$ cat config.mk
export PLATFORM = sky130hd
export DESIGN_NAME = sprd_lane
export DESIGN_NICKNAME = d
export VERILOG_FILES = /design/src/rtl/sparse_row_dot_product_accumulator_core_assert.svh /design/src/rtl/sprd_pkg.sv /design/src/rtl/sprd_lane.sv
export SDC_FILE = /design/constraint.sdc
export NUM_CORES = 2
export LEC_CHECK = 0
export ABC_AREA = 1
export BUFFER_PORTS_ARGS = -buffer_cell sky130_fd_sc_hd__buf_2
export CAP_MARGIN = 10
export CORE_UTILIZATION = 65
export CTS_CLUSTER_SIZE = 28
export DETAILED_ROUTE_END_ITERATION = 8
export GPL_TIMING_DRIVEN = 0
export HOLD_SLACK_MARGIN = 0.15
export PLACE_DENSITY = 0.83
export RECOVER_POWER = 100
export SLEW_MARGIN = 20
export SYNTH_ARGS = -nofsm -noshare
export SYNTH_HDL_FRONTEND = slang
export SYNTH_SLANG_ARGS = --single-unit
export TNS_END_PERCENT = 5
$ cat constraint.sdc
create_clock -name clk -period 13.6 [get_ports clk]
set_clock_uncertainty 0.2 [all_clocks]
set_input_delay 0.68 -clock clk [delete_from_list [all_inputs] [get_ports clk]]
set_output_delay 0.68 -clock clk [all_outputs]
set_load 0.005 [all_outputs]
$ cat src/rtl/sparse_row_dot_product_accumulator_core_assert.svh
// Assertion macros for the RTL of the sparse row engine.
// Both expect a signal named clk in the including scope; SPRD_ASSERT also rst.
`ifndef SPARSE_ROW_DOT_PRODUCT_ACCUMULATOR_CORE_ASSERT_SVH
`define SPARSE_ROW_DOT_PRODUCT_ACCUMULATOR_CORE_ASSERT_SVH

// Checked at every rising edge outside reset
`define SPRD_ASSERT(lbl, prop) \
  lbl: assert property (@(posedge clk) disable iff (rst) prop) \
    else $error("sprd: assertion failed");

// Checked at every rising edge, reset included
`define SPRD_ASSERT_ALWAYS(lbl, prop) \
  lbl: assert property (@(posedge clk) prop) \
    else $error("sprd: assertion failed");

`endif

$ cat src/rtl/sprd_pkg.sv
package sprd_pkg;

  // Lane count of the item format
  localparam int LANES     = 4;
  localparam int LANES_MAX = 16;

  // Operand, product and accumulator widths (Q16.16 in, Q32.32 out)
  localparam int OPND_W    = 32;
  localparam int PROD_W    = 64;
  localparam int ACC_W     = 64;
  // Room for the exact sum of up to LANES_MAX products
  localparam int SUM_MAX_W = PROD_W + $clog2(LANES_MAX) + 1;

  localparam logic signed [ACC_W-1:0] ACC_MAX = {1'b0, {(ACC_W-1){1'b1}}};
  localparam logic signed [ACC_W-1:0] ACC_MIN = {1'b1, {(ACC_W-1){1'b0}}};

  // Control travelling alongside each transaction
  typedef struct packed {
    logic valid;
    logic row_end;
  } sprd_ctl_t;

  // A saturating update x -> clamp(x + s, lo, hi), with lo <= hi.
  // A run of saturating adds composes into one function of this form.
  typedef struct packed {
    logic signed [SUM_MAX_W-1:0] s;
    logic signed [ACC_W-1:0]     lo;
    logic signed [ACC_W-1:0]     hi;
  } sprd_fn_t;

  // Clamp a wide value into [lo, hi]
  function automatic logic signed [ACC_W-1:0] sprd_clamp(
    input logic signed [SUM_MAX_W-1:0] v,
    input logic signed [ACC_W-1:0]     lo,
    input logic signed [ACC_W-1:0]     hi
  );
    logic signed [SUM_MAX_W-1:0] lo_x;
    logic signed [SUM_MAX_W-1:0] hi_x;
    logic signed [ACC_W-1:0]     r;
    lo_x = SUM_MAX_W'(lo);
    hi_x = SUM_MAX_W'(hi);
    if (v < lo_x) begin
      r = lo;
    end else if (v > hi_x) begin
      r = hi;
    end else begin
      r = v[ACC_W-1:0];
    end
    return r;
  endfunction

  // Function a applied first, then b
  function automatic sprd_fn_t sprd_compose(input sprd_fn_t a, input sprd_fn_t b);
    logic signed [SUM_MAX_W-1:0] as;
    logic signed [SUM_MAX_W-1:0] bs;
    logic signed [SUM_MAX_W-1:0] alo;
    logic signed [SUM_MAX_W-1:0] ahi;
    sprd_fn_t r;
    as  = a.s;
    bs  = b.s;
    alo = SUM_MAX_W'(a.lo);
    ahi = SUM_MAX_W'(a.hi);
    r.s  = as + bs;
    r.lo = sprd_clamp(alo + bs, b.lo, b.hi);
    r.hi = sprd_clamp(ahi + bs, b.lo, b.hi);
    return r;
  endfunction

  // Apply a composed update to the accumulator
  function automatic logic signed [ACC_W-1:0] sprd_apply(
    input sprd_fn_t                f,
    input logic signed [ACC_W-1:0] acc
  );
    logic signed [SUM_MAX_W-1:0] acc_x;
    logic signed [SUM_MAX_W-1:0] fs;
    acc_x = SUM_MAX_W'(acc);
    fs    = f.s;
    return sprd_clamp(acc_x + fs, f.lo, f.hi);
  endfunction

endpackage

$ cat src/rtl/sprd_lane.sv
// One lane: registered signed coefficient x vector product
module sprd_lane (
  input  logic                                 clk,
  input  logic                                 en,
  input  logic signed [sprd_pkg::OPND_W-1:0]   coef,
  input  logic signed [sprd_pkg::OPND_W-1:0]   vec,
  output logic signed [sprd_pkg::PROD_W-1:0]   prod
);
  import sprd_pkg::*;

  logic signed [PROD_W-1:0] prod_next;

  // Exact Q32.32 product
  assign prod_next = coef * vec;

  always_ff @(posedge clk) begin
    if (en) begin
      prod <= prod_next;
    end
  end

endmodule

==> metrics.txt <==
largest net degree at the start of global routing=65; Syn. warnings=0; H-tree depth=3; starting density of the core=65.7%; Die ar.=63300 sq um; critical path arrival=9810 ps; relative slew slack=-131%; vias in the first global route=36.0k; HP Class=primary input to flop; data required time of the worst path=13500 ps; slowest CP cell=fa_1; Setup-failing EPs final=0; Regs by FF count=prod x64; fin crit period=9920 ps; status=complete, but fails checks; Synth Net Count=6378; Num Clock Sinks=64; RSZ-0062 raised after global routing=no; CP Launch Point=coef[31]; Pre-antenna DRT Iters=6; Post-CTS Repair Setup Buffers=0; final WL=151000 microns; total track usage=50.0%; Critical Path End Type=flop; Core Rows=91; Hold Vio Cnt, Final=0; average wire per standard cell=25.1 microns; P&R area growth vs syn=4.77%; Seq cells post-synth=64; die height=252 microns; DR DRC count=0; Synth area leader=fa_1; total gr overflow=0; Hold Buf Count CTS=0; synth unique cells=32; CTS clk-pin slew, worst paths=60 ps; Starting DRT DRC Count=3966; HPWL after DPL=126000 microns; placer congestion estimate=1.08; Fmax=101 MHz; Post-DRT Antenna Nets=0; Area contributors post-synth=fa_1 53%, inv_1 15%, nand2_1 13%; CTS tree=done; failing checks=capacitance limit, slew limit; first-pass GRT wire length=223000 microns; critical path type=primary input to flop; cts bufs inserted=9; TNS Setup=0 ps; top cell type's share of synthesized area=53.5%; fin crit share=72.9%; vias per cell=5.64; root buf cell=clkbuf_16; layout cells sized above 1=2.52%; most flop-heavy register=prod; critical path's largest stage delay=970 ps; Vias=34.1k; sequential-to-total area share from yosys stat=4.75%; crit start category=primary input; Max clock buf depth=2; # port buffers=129; Max Slew Vio Count=65; max reg flops=64; Cells after Synth=5046; Synth Cell Area=40500 sq um; Die W=252 microns; average size of a mapped cell=8.03 sq um; Net count, final=6518; PostCTS Resize Cnt=0; slew at the pin closest to its max-slew limit=3460 ps; Ports=130; initial antenna violation count=3; Core Box Area=61600 sq um; Critical Path End=prod[53]; Max-cap violations=1; CP max FO=11
[critical path: cells and delay by family]
family	cells	cell delay, ps
buffers and inverters	10	2380
adders and majority gates	9	5080
and+or+nand+nor	9	1640
[per-stage QoR]
step	instances	hold WS, ps	setup slack [ps]	area (sq um)	utilization, %
3_5_place_dp	6012	872	3870	42200	68.5
4_1_cts	6028	645	4220	42500	69.0
3_3_place_gp	6012	869	4010	42200	68.5
6_report	6036	660	3680	42400	68.9
5_1_grt	6028	630	3510	42400	68.8
2_1_floorplan	5046	592	5880	40500	-
[how the worst min path moves through the flow]
stage	from	endpoint	slack, ps	cells past startpoint
2_1_floorplan	en	prod[0]	590	0
3_3_place_gp	prod[50]	prod[50]	870	1
3_5_place_dp	prod[60]	prod[60]	870	1
4_1_cts	vec[0]	prod[0]	650	3
5_1_grt	vec[0]	prod[0]	630	3
6_report	vec[0]	prod[0]	660	3
[cells by family (layout without fill, tap and decap cells)]
group                    count (synthesis)  after routing  share of synthesized area, %
buffers and inverters                 1851           1996                          17.2
adder cells (fa/ha/maj)               1266           1266                          59.2
AO/OA/AOI/OAI                          104            104                          1.38
XOR/XNOR                                36             36                         0.779
flip-flops                              64             64                          4.75
AND/OR/NAND/NOR                       1725           1725                          16.8
other                                    0              8                             0
[layout by cell type, fill, tap and decap left out, types with 2 or more instances in the layout]
| cell type | n |
|---|---|
| diode_2 | 8 |
| nand3_1 | 76 |
| nand4_1 | 20 |
| xor2_1 | 30 |
| ha_1 | 184 |
| bufinv_16 | 2 |
| clkbuf_2 | 12 |
| or2_2 | 8 |
| a21o_1 | 2 |
| nor3_1 | 7 |
| nor2_1 | 142 |
| clkbuf_16 | 9 |
| fa_1 | 1081 |
| a21oi_1 | 67 |
| inv_1 | 1659 |
| nor4_1 | 5 |
| nand2_2 | 5 |
| clkbuf_1 | 230 |
| o21a_1 | 2 |
| nand2_1 | 1447 |
| nor2_2 | 8 |
| nor2_4 | 2 |
| buf_2 | 78 |
| o21bai_1 | 9 |
| edfxtp_1 | 64 |
| xnor2_1 | 6 |
| o21ai_1 | 2 |
| clkinv_4 | 2 |
| o21ai_0 | 20 |
[routing by layer]
layer / wire length (microns) / up-vias / share of wire, % / GRT usage (%)
li1: - / 14100 / - / -
met1: 51800 / 16700 / 34 / 61.8
met2: 63200 / 2519 / 42 / 72.8
met3: 21300 / 703 / 14 / 16.4
met4: 15100 / 4 / 10 / 39.3
met5: 27 / - / 0.018 / 0
[cells in the mapped netlist (all sizes together)]
master,n
nor3,8
a21o,2
nand2,1452
o21a,2
o21ai,22
nand4,20
a21oi,68
nor4,5
fa,1082
or2,9
xnor2,6
clkbuf,192
inv,1659
and2,2
xor2,30
o21bai,9
edfxtp,64
a21boi,1
nand3,76
ha,184
nand2b,1
nor2,152
[cell type report]
cell class	instances	area, sq um
Buffer	192	736
Inverter	1659	6230
Tap cell	837	1050
Sequential cell	64	1920
Fill cell	5145	19200
Timing Repair Buffer	129	582
Clock buffer	9	225
Clock inverter	7	95.1
Antenna cell	8	20.0
Multi-Input combinational cell	3131	31600
Power is left out: the tool's default activity adds up to more than one toggle a clock period on the data nets, which glitch-free logic cannot reach.
