==> config.mk <==
export PLATFORM = sky130hd
export DESIGN_NAME = sprd_merge
export DESIGN_NICKNAME = d
export VERILOG_FILES = /design/src/rtl/sparse_row_dot_product_accumulator_core_assert.svh /design/src/rtl/sprd_pkg.sv /design/src/rtl/sprd_merge.sv
export SDC_FILE = /design/constraint.sdc
export NUM_CORES = 2
export LEC_CHECK = 0
export BUFFER_PORTS_ARGS = -buffer_cell sky130_fd_sc_hd__buf_2
export CAP_MARGIN = 20
export CORE_UTILIZATION = 55
export DETAILED_ROUTE_END_ITERATION = 7
export HOLD_SLACK_MARGIN = 0.1
export PLACE_DENSITY_LB_ADDON = 0.1
export SYNTH_ARGS = -nofsm -noshare
export SYNTH_HDL_FRONTEND = slang
export SYNTH_SLANG_ARGS = --single-unit
==> constraint.sdc <==
create_clock -name clk -period 6.7 [get_ports clk]
set_input_delay 0 -clock clk [delete_from_list [all_inputs] [get_ports clk]]
set_output_delay 0 -clock clk [all_outputs]
set_load 0.1 [all_outputs]
==> src/rtl/sparse_row_dot_product_accumulator_core_assert.svh <==
// Assertion macros for the RTL of the sparse row engine.
// Both expect a signal named clk in the including scope; SPRD_ASSERT also rst.
`ifndef SPARSE_ROW_DOT_PRODUCT_ACCUMULATOR_CORE_ASSERT_SVH
`define SPARSE_ROW_DOT_PRODUCT_ACCUMULATOR_CORE_ASSERT_SVH

// Checked at every rising edge outside reset
`define SPRD_ASSERT(lbl, prop) \
  lbl: assert property (@(posedge clk) disable iff (rst) prop) \
    else $error("sprd: assertion failed");

// Checked at every rising edge, reset included
`define SPRD_ASSERT_ALWAYS(lbl, prop) \
  lbl: assert property (@(posedge clk) prop) \
    else $error("sprd: assertion failed");

`endif

==> src/rtl/sprd_pkg.sv <==
package sprd_pkg;

  // Lane count of the item format
  localparam int LANES     = 4;
  localparam int LANES_MAX = 16;

  // Operand, product and accumulator widths (Q16.16 in, Q32.32 out)
  localparam int OPND_W    = 32;
  localparam int PROD_W    = 64;
  localparam int ACC_W     = 64;
  // Room for the exact sum of up to LANES_MAX products
  localparam int SUM_MAX_W = PROD_W + $clog2(LANES_MAX) + 1;

  localparam logic signed [ACC_W-1:0] ACC_MAX = {1'b0, {(ACC_W-1){1'b1}}};
  localparam logic signed [ACC_W-1:0] ACC_MIN = {1'b1, {(ACC_W-1){1'b0}}};

  // Control travelling alongside each transaction
  typedef struct packed {
    logic valid;
    logic row_end;
  } sprd_ctl_t;

  // A saturating update x -> clamp(x + s, lo, hi), with lo <= hi.
  // A run of saturating adds composes into one function of this form.
  typedef struct packed {
    logic signed [SUM_MAX_W-1:0] s;
    logic signed [ACC_W-1:0]     lo;
    logic signed [ACC_W-1:0]     hi;
  } sprd_fn_t;

  // Clamp a wide value into [lo, hi]
  function automatic logic signed [ACC_W-1:0] sprd_clamp(
    input logic signed [SUM_MAX_W-1:0] v,
    input logic signed [ACC_W-1:0]     lo,
    input logic signed [ACC_W-1:0]     hi
  );
    logic signed [SUM_MAX_W-1:0] lo_x;
    logic signed [SUM_MAX_W-1:0] hi_x;
    logic signed [ACC_W-1:0]     r;
    lo_x = SUM_MAX_W'(lo);
    hi_x = SUM_MAX_W'(hi);
    if (v < lo_x) begin
      r = lo;
    end else if (v > hi_x) begin
      r = hi;
    end else begin
      r = v[ACC_W-1:0];
    end
    return r;
  endfunction

  // Function a applied first, then b
  function automatic sprd_fn_t sprd_compose(input sprd_fn_t a, input sprd_fn_t b);
    logic signed [SUM_MAX_W-1:0] as;
    logic signed [SUM_MAX_W-1:0] bs;
    logic signed [SUM_MAX_W-1:0] alo;
    logic signed [SUM_MAX_W-1:0] ahi;
    sprd_fn_t r;
    as  = a.s;
    bs  = b.s;
    alo = SUM_MAX_W'(a.lo);
    ahi = SUM_MAX_W'(a.hi);
    r.s  = as + bs;
    r.lo = sprd_clamp(alo + bs, b.lo, b.hi);
    r.hi = sprd_clamp(ahi + bs, b.lo, b.hi);
    return r;
  endfunction

  // Apply a composed update to the accumulator
  function automatic logic signed [ACC_W-1:0] sprd_apply(
    input sprd_fn_t                f,
    input logic signed [ACC_W-1:0] acc
  );
    logic signed [SUM_MAX_W-1:0] acc_x;
    logic signed [SUM_MAX_W-1:0] fs;
    acc_x = SUM_MAX_W'(acc);
    fs    = f.s;
    return sprd_clamp(acc_x + fs, f.lo, f.hi);
  endfunction

endpackage

==> src/rtl/sprd_merge.sv <==
// Registered tree that folds the lane products, in lane order, into one
// saturating update. Each tree level is registered and advances while en is high.
module sprd_merge #(
  parameter int LANES = sprd_pkg::LANES
) (
  input  logic                               clk,
  input  logic                               rst,
  input  logic                               en,
  input  logic signed [sprd_pkg::PROD_W-1:0] prod [LANES],
  input  sprd_pkg::sprd_ctl_t                ctl_in,
  output sprd_pkg::sprd_fn_t                 fn_out,
  output sprd_pkg::sprd_ctl_t                ctl_out
);
  import sprd_pkg::*;

  // At least one level, so a single lane still has a registered stage
  localparam int LVL = (LANES > 1) ? $clog2(LANES) : 1;
  localparam int NP  = 1 << LVL;

  sprd_fn_t  leaf   [NP];
  sprd_fn_t  fn_q   [LVL][NP];
  sprd_ctl_t ctl_q  [LVL];

  // Leaves: one plain saturating add per lane, padding lanes add nothing
  for (genvar j = 0; j < NP; j++) begin : g_leaf
    if (j < LANES) begin : g_used
      assign leaf[j] = '{s: SUM_MAX_W'(prod[j]), lo: ACC_MIN, hi: ACC_MAX};
    end else begin : g_pad
      assign leaf[j] = '{s: '0, lo: ACC_MIN, hi: ACC_MAX};
    end
  end

  // Tree levels: lower lane first in every pair
  for (genvar l = 0; l < LVL; l++) begin : g_lvl
    for (genvar j = 0; j < NP; j++) begin : g_node
      if (j < (NP >> (l + 1))) begin : g_live
        if (l == 0) begin : g_first
          always_ff @(posedge clk) begin
            if (en) begin
              fn_q[l][j] <= sprd_compose(leaf[2*j], leaf[2*j+1]);
            end
          end
        end else begin : g_inner
          always_ff @(posedge clk) begin
            if (en) begin
              fn_q[l][j] <= sprd_compose(fn_q[l-1][2*j], fn_q[l-1][2*j+1]);
            end
          end
        end
      end else begin : g_idle
        always_ff @(posedge clk) begin
          fn_q[l][j] <= '{s: '0, lo: ACC_MIN, hi: ACC_MAX};
        end
      end
    end
  end

  // Control shifts with the tree
  always_ff @(posedge clk) begin
    if (rst) begin
      for (int l = 0; l < LVL; l++) begin
        ctl_q[l] <= '0;
      end
    end else if (en) begin
      ctl_q[0] <= ctl_in;
      for (int l = 1; l < LVL; l++) begin
        ctl_q[l] <= ctl_q[l-1];
      end
    end
  end

  assign fn_out  = fn_q[LVL-1][0];
  assign ctl_out = ctl_q[LVL-1];

endmodule

==> results.py <==
metrics = {
    "run_status": {
        "status": "complete, no violations",
    },
    "synth": {
        "synth_compound_area_share_pct": 20.9,
        "synthSimpleGateAreaFrac_pct": 16.3,
        "synthCells": 5377,
        "ys.warnings.count": 0,
        "synth_xor_area_share_pct": 7.09,
        "netlist.area_leader.share_pct": 35.4,
        "yosys_register_bits": 587,
        "synth_top_cell_by_area": "edfxtp_1",
        "ys_types": 93,
        "synth_top_family_by_area": "compound AO/OA/AOI/OAI gates",
        "muxShareOfSynthArea_pct": 1.46,
        "ys.flop_type": "edfxtp_1",
        "synth.cell_area_mm2": 0.0498,
        "async_flop_share_pct": 0,
        "synth_area_per_cell_um2": 9.27,
        "synthAdderAreaFrac_pct": 15.3,
        "synth_area_leaders": "edfxtp_1 35%, ha_1 15%, a21oi_1 5.8%, a21o_1 4.4%, xnor2_1 4.3%",
        "synth-edff-count": 587,
        "synth_seq_area_share_pct": 35.4,
    },
    "critical_path": {
        "start_kind": "register",
        "path_max_fanout": 14,
        "crit_arrival_ns": 7.05,
        "crit_required_ns": 7.09,
        "cp-end-kind": "register",
        "crit_type": "reg -> reg",
    },
    "clocking": {
        "cts_root_buf": "clkbuf_16",
        "htreeDepth": 3,
        "cts_tree": "yes",
        "clkTransAtPathRegs_ns": 0.06,
        "cts_buffers": 72,
        "clock_latency_ns": 0.66,
        "clock_sinks": 587,
        "clk_path_buf_depth": 3,
    },
    "placed_design": {
        "placed_cell_area_mm2": 0.0543,
        "place_inst": 6976,
        "portBuffers": 459,
        "hpwlAfterDp_mm": 142,
        "routabilityCongestion": 1.02,
    },
    "detailed_routing": {
        "wire_per_inst_um": 24.6,
        "drt-total-wl_mm": 184,
        "vias_per_cell": 6.37,
        "postRouteAntennaNets": 0,
        "first_iter_violations": 6314,
        "vias": 47600,
        "drc": 0,
        "first_pass_iters": 7,
    },
    "global_route": {
        "antenna_found_initial": 12,
        "grt_pass1_vias": 44100,
        "grt_max_degree": 136,
        "grt_usage_pct": 38.9,
        "overflow": 0,
        "grt_pass1_wl_mm": 268,
    },
    "timing": {
        "timing.hold.ws_ns": 0.141,
        "tightest_slew_ns": 1.04,
        "slew_headroom_pct": 29.9,
        "slew_violations": 0,
        "clock.fmax_ghz": 0.150,
        "finalSetupTns_ns": 0,
        "finalSetupViolations": 0,
        "fin_skew_ns": 0.0298,
        "hold_viol": 0,
        "fin_crit_ns": 6.66,
        "finalCritPeriodShare_pct": 99.4,
    },
    "finish": {
        "finalNonFillerCells": 7461,
        "final_common_cell": "ha_1",
        "area_delta_synth_final_pct": 21.4,
        "final_cell_mix": "600 x ha_1, 587 x edfxtp_1, 570 x a21oi_1",
        "drive_above_1_share_pct": 14.0,
        "fin_area_mm2": 0.0605,
        "fin_nets": 7082,
    },
    "floorplanning": {
        "start_util_pct": 55.4,
        "die_y_um": 303,
        "io_pins": 460,
        "die_w_um": 303,
        "floorplan.die_area_mm2": 0.0918,
        "fp-row-count": 110,
        "fp.coreArea_mm2": 0.0899,
    },
    "run": {
        "cap_violations": 0,
    },
    "pwr": {
        "vdd_drop_max_uv": 548,
        "power.leakage_nw": 26.1,
        "powerDensity_mw_per_mm2": 392,
    },
    "hold_path": {
        "holdCritPathClass": "in -> reg",
    },
}
-- cells by family after synthesis --
group / Yosys count
AO/OA/AOI/OAI: 1657
XOR/XNOR: 401
adder cells (fa/ha/maj): 606
buffers and inverters: 463
flip-flops: 587
multiplexers: 72
other: 1
AND/OR/NAND/NOR: 1590
-- power by group --
| part | switching (mW) | internal, mW |
|---|---|---|
| registers | 0.441 | 5.13 |
| logic | 9.73 | 4.27 |
| clock network | 1.70 | 2.45 |
| total | 11.9 | 11.9 |
-- state kept, by name (all words and copies together), names as in the netlist --
name,cells
ctl_q,4
fn_q,583
-- per-stage QoR --
stage	power (mW)	worst slack, ns	utilization, %
final	23.7	0.0406	67.3
after global routing	24.8	-0.00477	67.3
after CTS	23.3	0.0379	67.0
after detailed placement	18.8	-0.313	60.4
after global placement	18.7	-0.272	60.4
after floorplan	14.8	0.206	-
-- layer usage --
metal | share of wire [%] | track usage [%] | vias up
li1 | - | - | 21800
met1 | 44 | 58.0 | 22400
met2 | 41 | 54.7 | 2934
met3 | 12 | 8.03 | 451
met4 | 4.0 | 14.6 | 2
met5 | 0.0038 | 0 | -
-- worst max-delay path: stages, from the launching register on --
cell and delay (ns):
edfxtp_1 0.50, ha_1 0.44, nand4_1 0.13, o211ai_1 0.34, a21oi_1 0.10, o21ai_0 0.33, a41oi_1 0.29, o31a_1 0.46
o211ai_1 0.35, a31oi_1 0.22, xnor2_1 0.84, ha_1 0.25, nand4_1 0.15, or4_1 0.53, o211ai_1 0.09, a21oi_1 0.10
o21ai_0 0.12, mux2_4 0.41, buf_12 0.18, buf_4 0.17, a21oi_1 0.23, a21oi_1 0.13
-- final timing paths --
check,start,endpoint,slack (ns),cells after the start
worst max-delay path,fn_q[0][134]$_DFFE_PP_,fn_q[1][286]$_DFFE_PP_,0.04,21
worst max register to register,fn_q[0][134]$_DFFE_PP_,fn_q[1][286]$_DFFE_PP_,0.04,21
worst min register to register,ctl_q[0][1]$_SDFFCE_PN0P_,ctl_q[0][3]$_SDFFCE_PN0P_,0.52,1
worst min-delay path,prod[124],fn_q[0][188]$_DFFE_PP_,0.14,5
-- synth_stat cells (45+ instances only) --
cell type	count
o21ai_0	315
mux2i_1	68
a211oi_1	45
a21oi_1	573
xnor2_1	247
and2_1	45
nand2_1	335
a31oi_1	55
nor2b_1	169
xor2_1	153
ha_1	601
nand4_1	137
nor3_1	100
clkbuf_1	194
inv_1	245
nand3_1	111
nor2_1	420
edfxtp_1	587
o21a_1	53
a21o_1	294
o21bai_1	67
nand2b_1	51
-- final cells by class --
| cell class | instances | area [µm²] |
|---|---|---|
| sequential | 587 | 17600 |
| antenna | 14 | 35.0 |
| inverter | 246 | 923 |
| tap | 1176 | 1470 |
| clock inverter | 49 | 601 |
| multi-input combinational | 4328 | 30700 |
| timing repair buffer | 980 | 7250 |
| fill | 7215 | 29400 |
| clock buffer | 81 | 1840 |
-- timing repair --
item,CTS,global route
setup endpoints to repair,128,126
hold buffers,334,0
endpoints found under the hold margin,445,0
cloned,1,0
setup buffers,2,4
pin swaps,3,13
resized for setup,9,39
(Power assumes the default switching activity.)
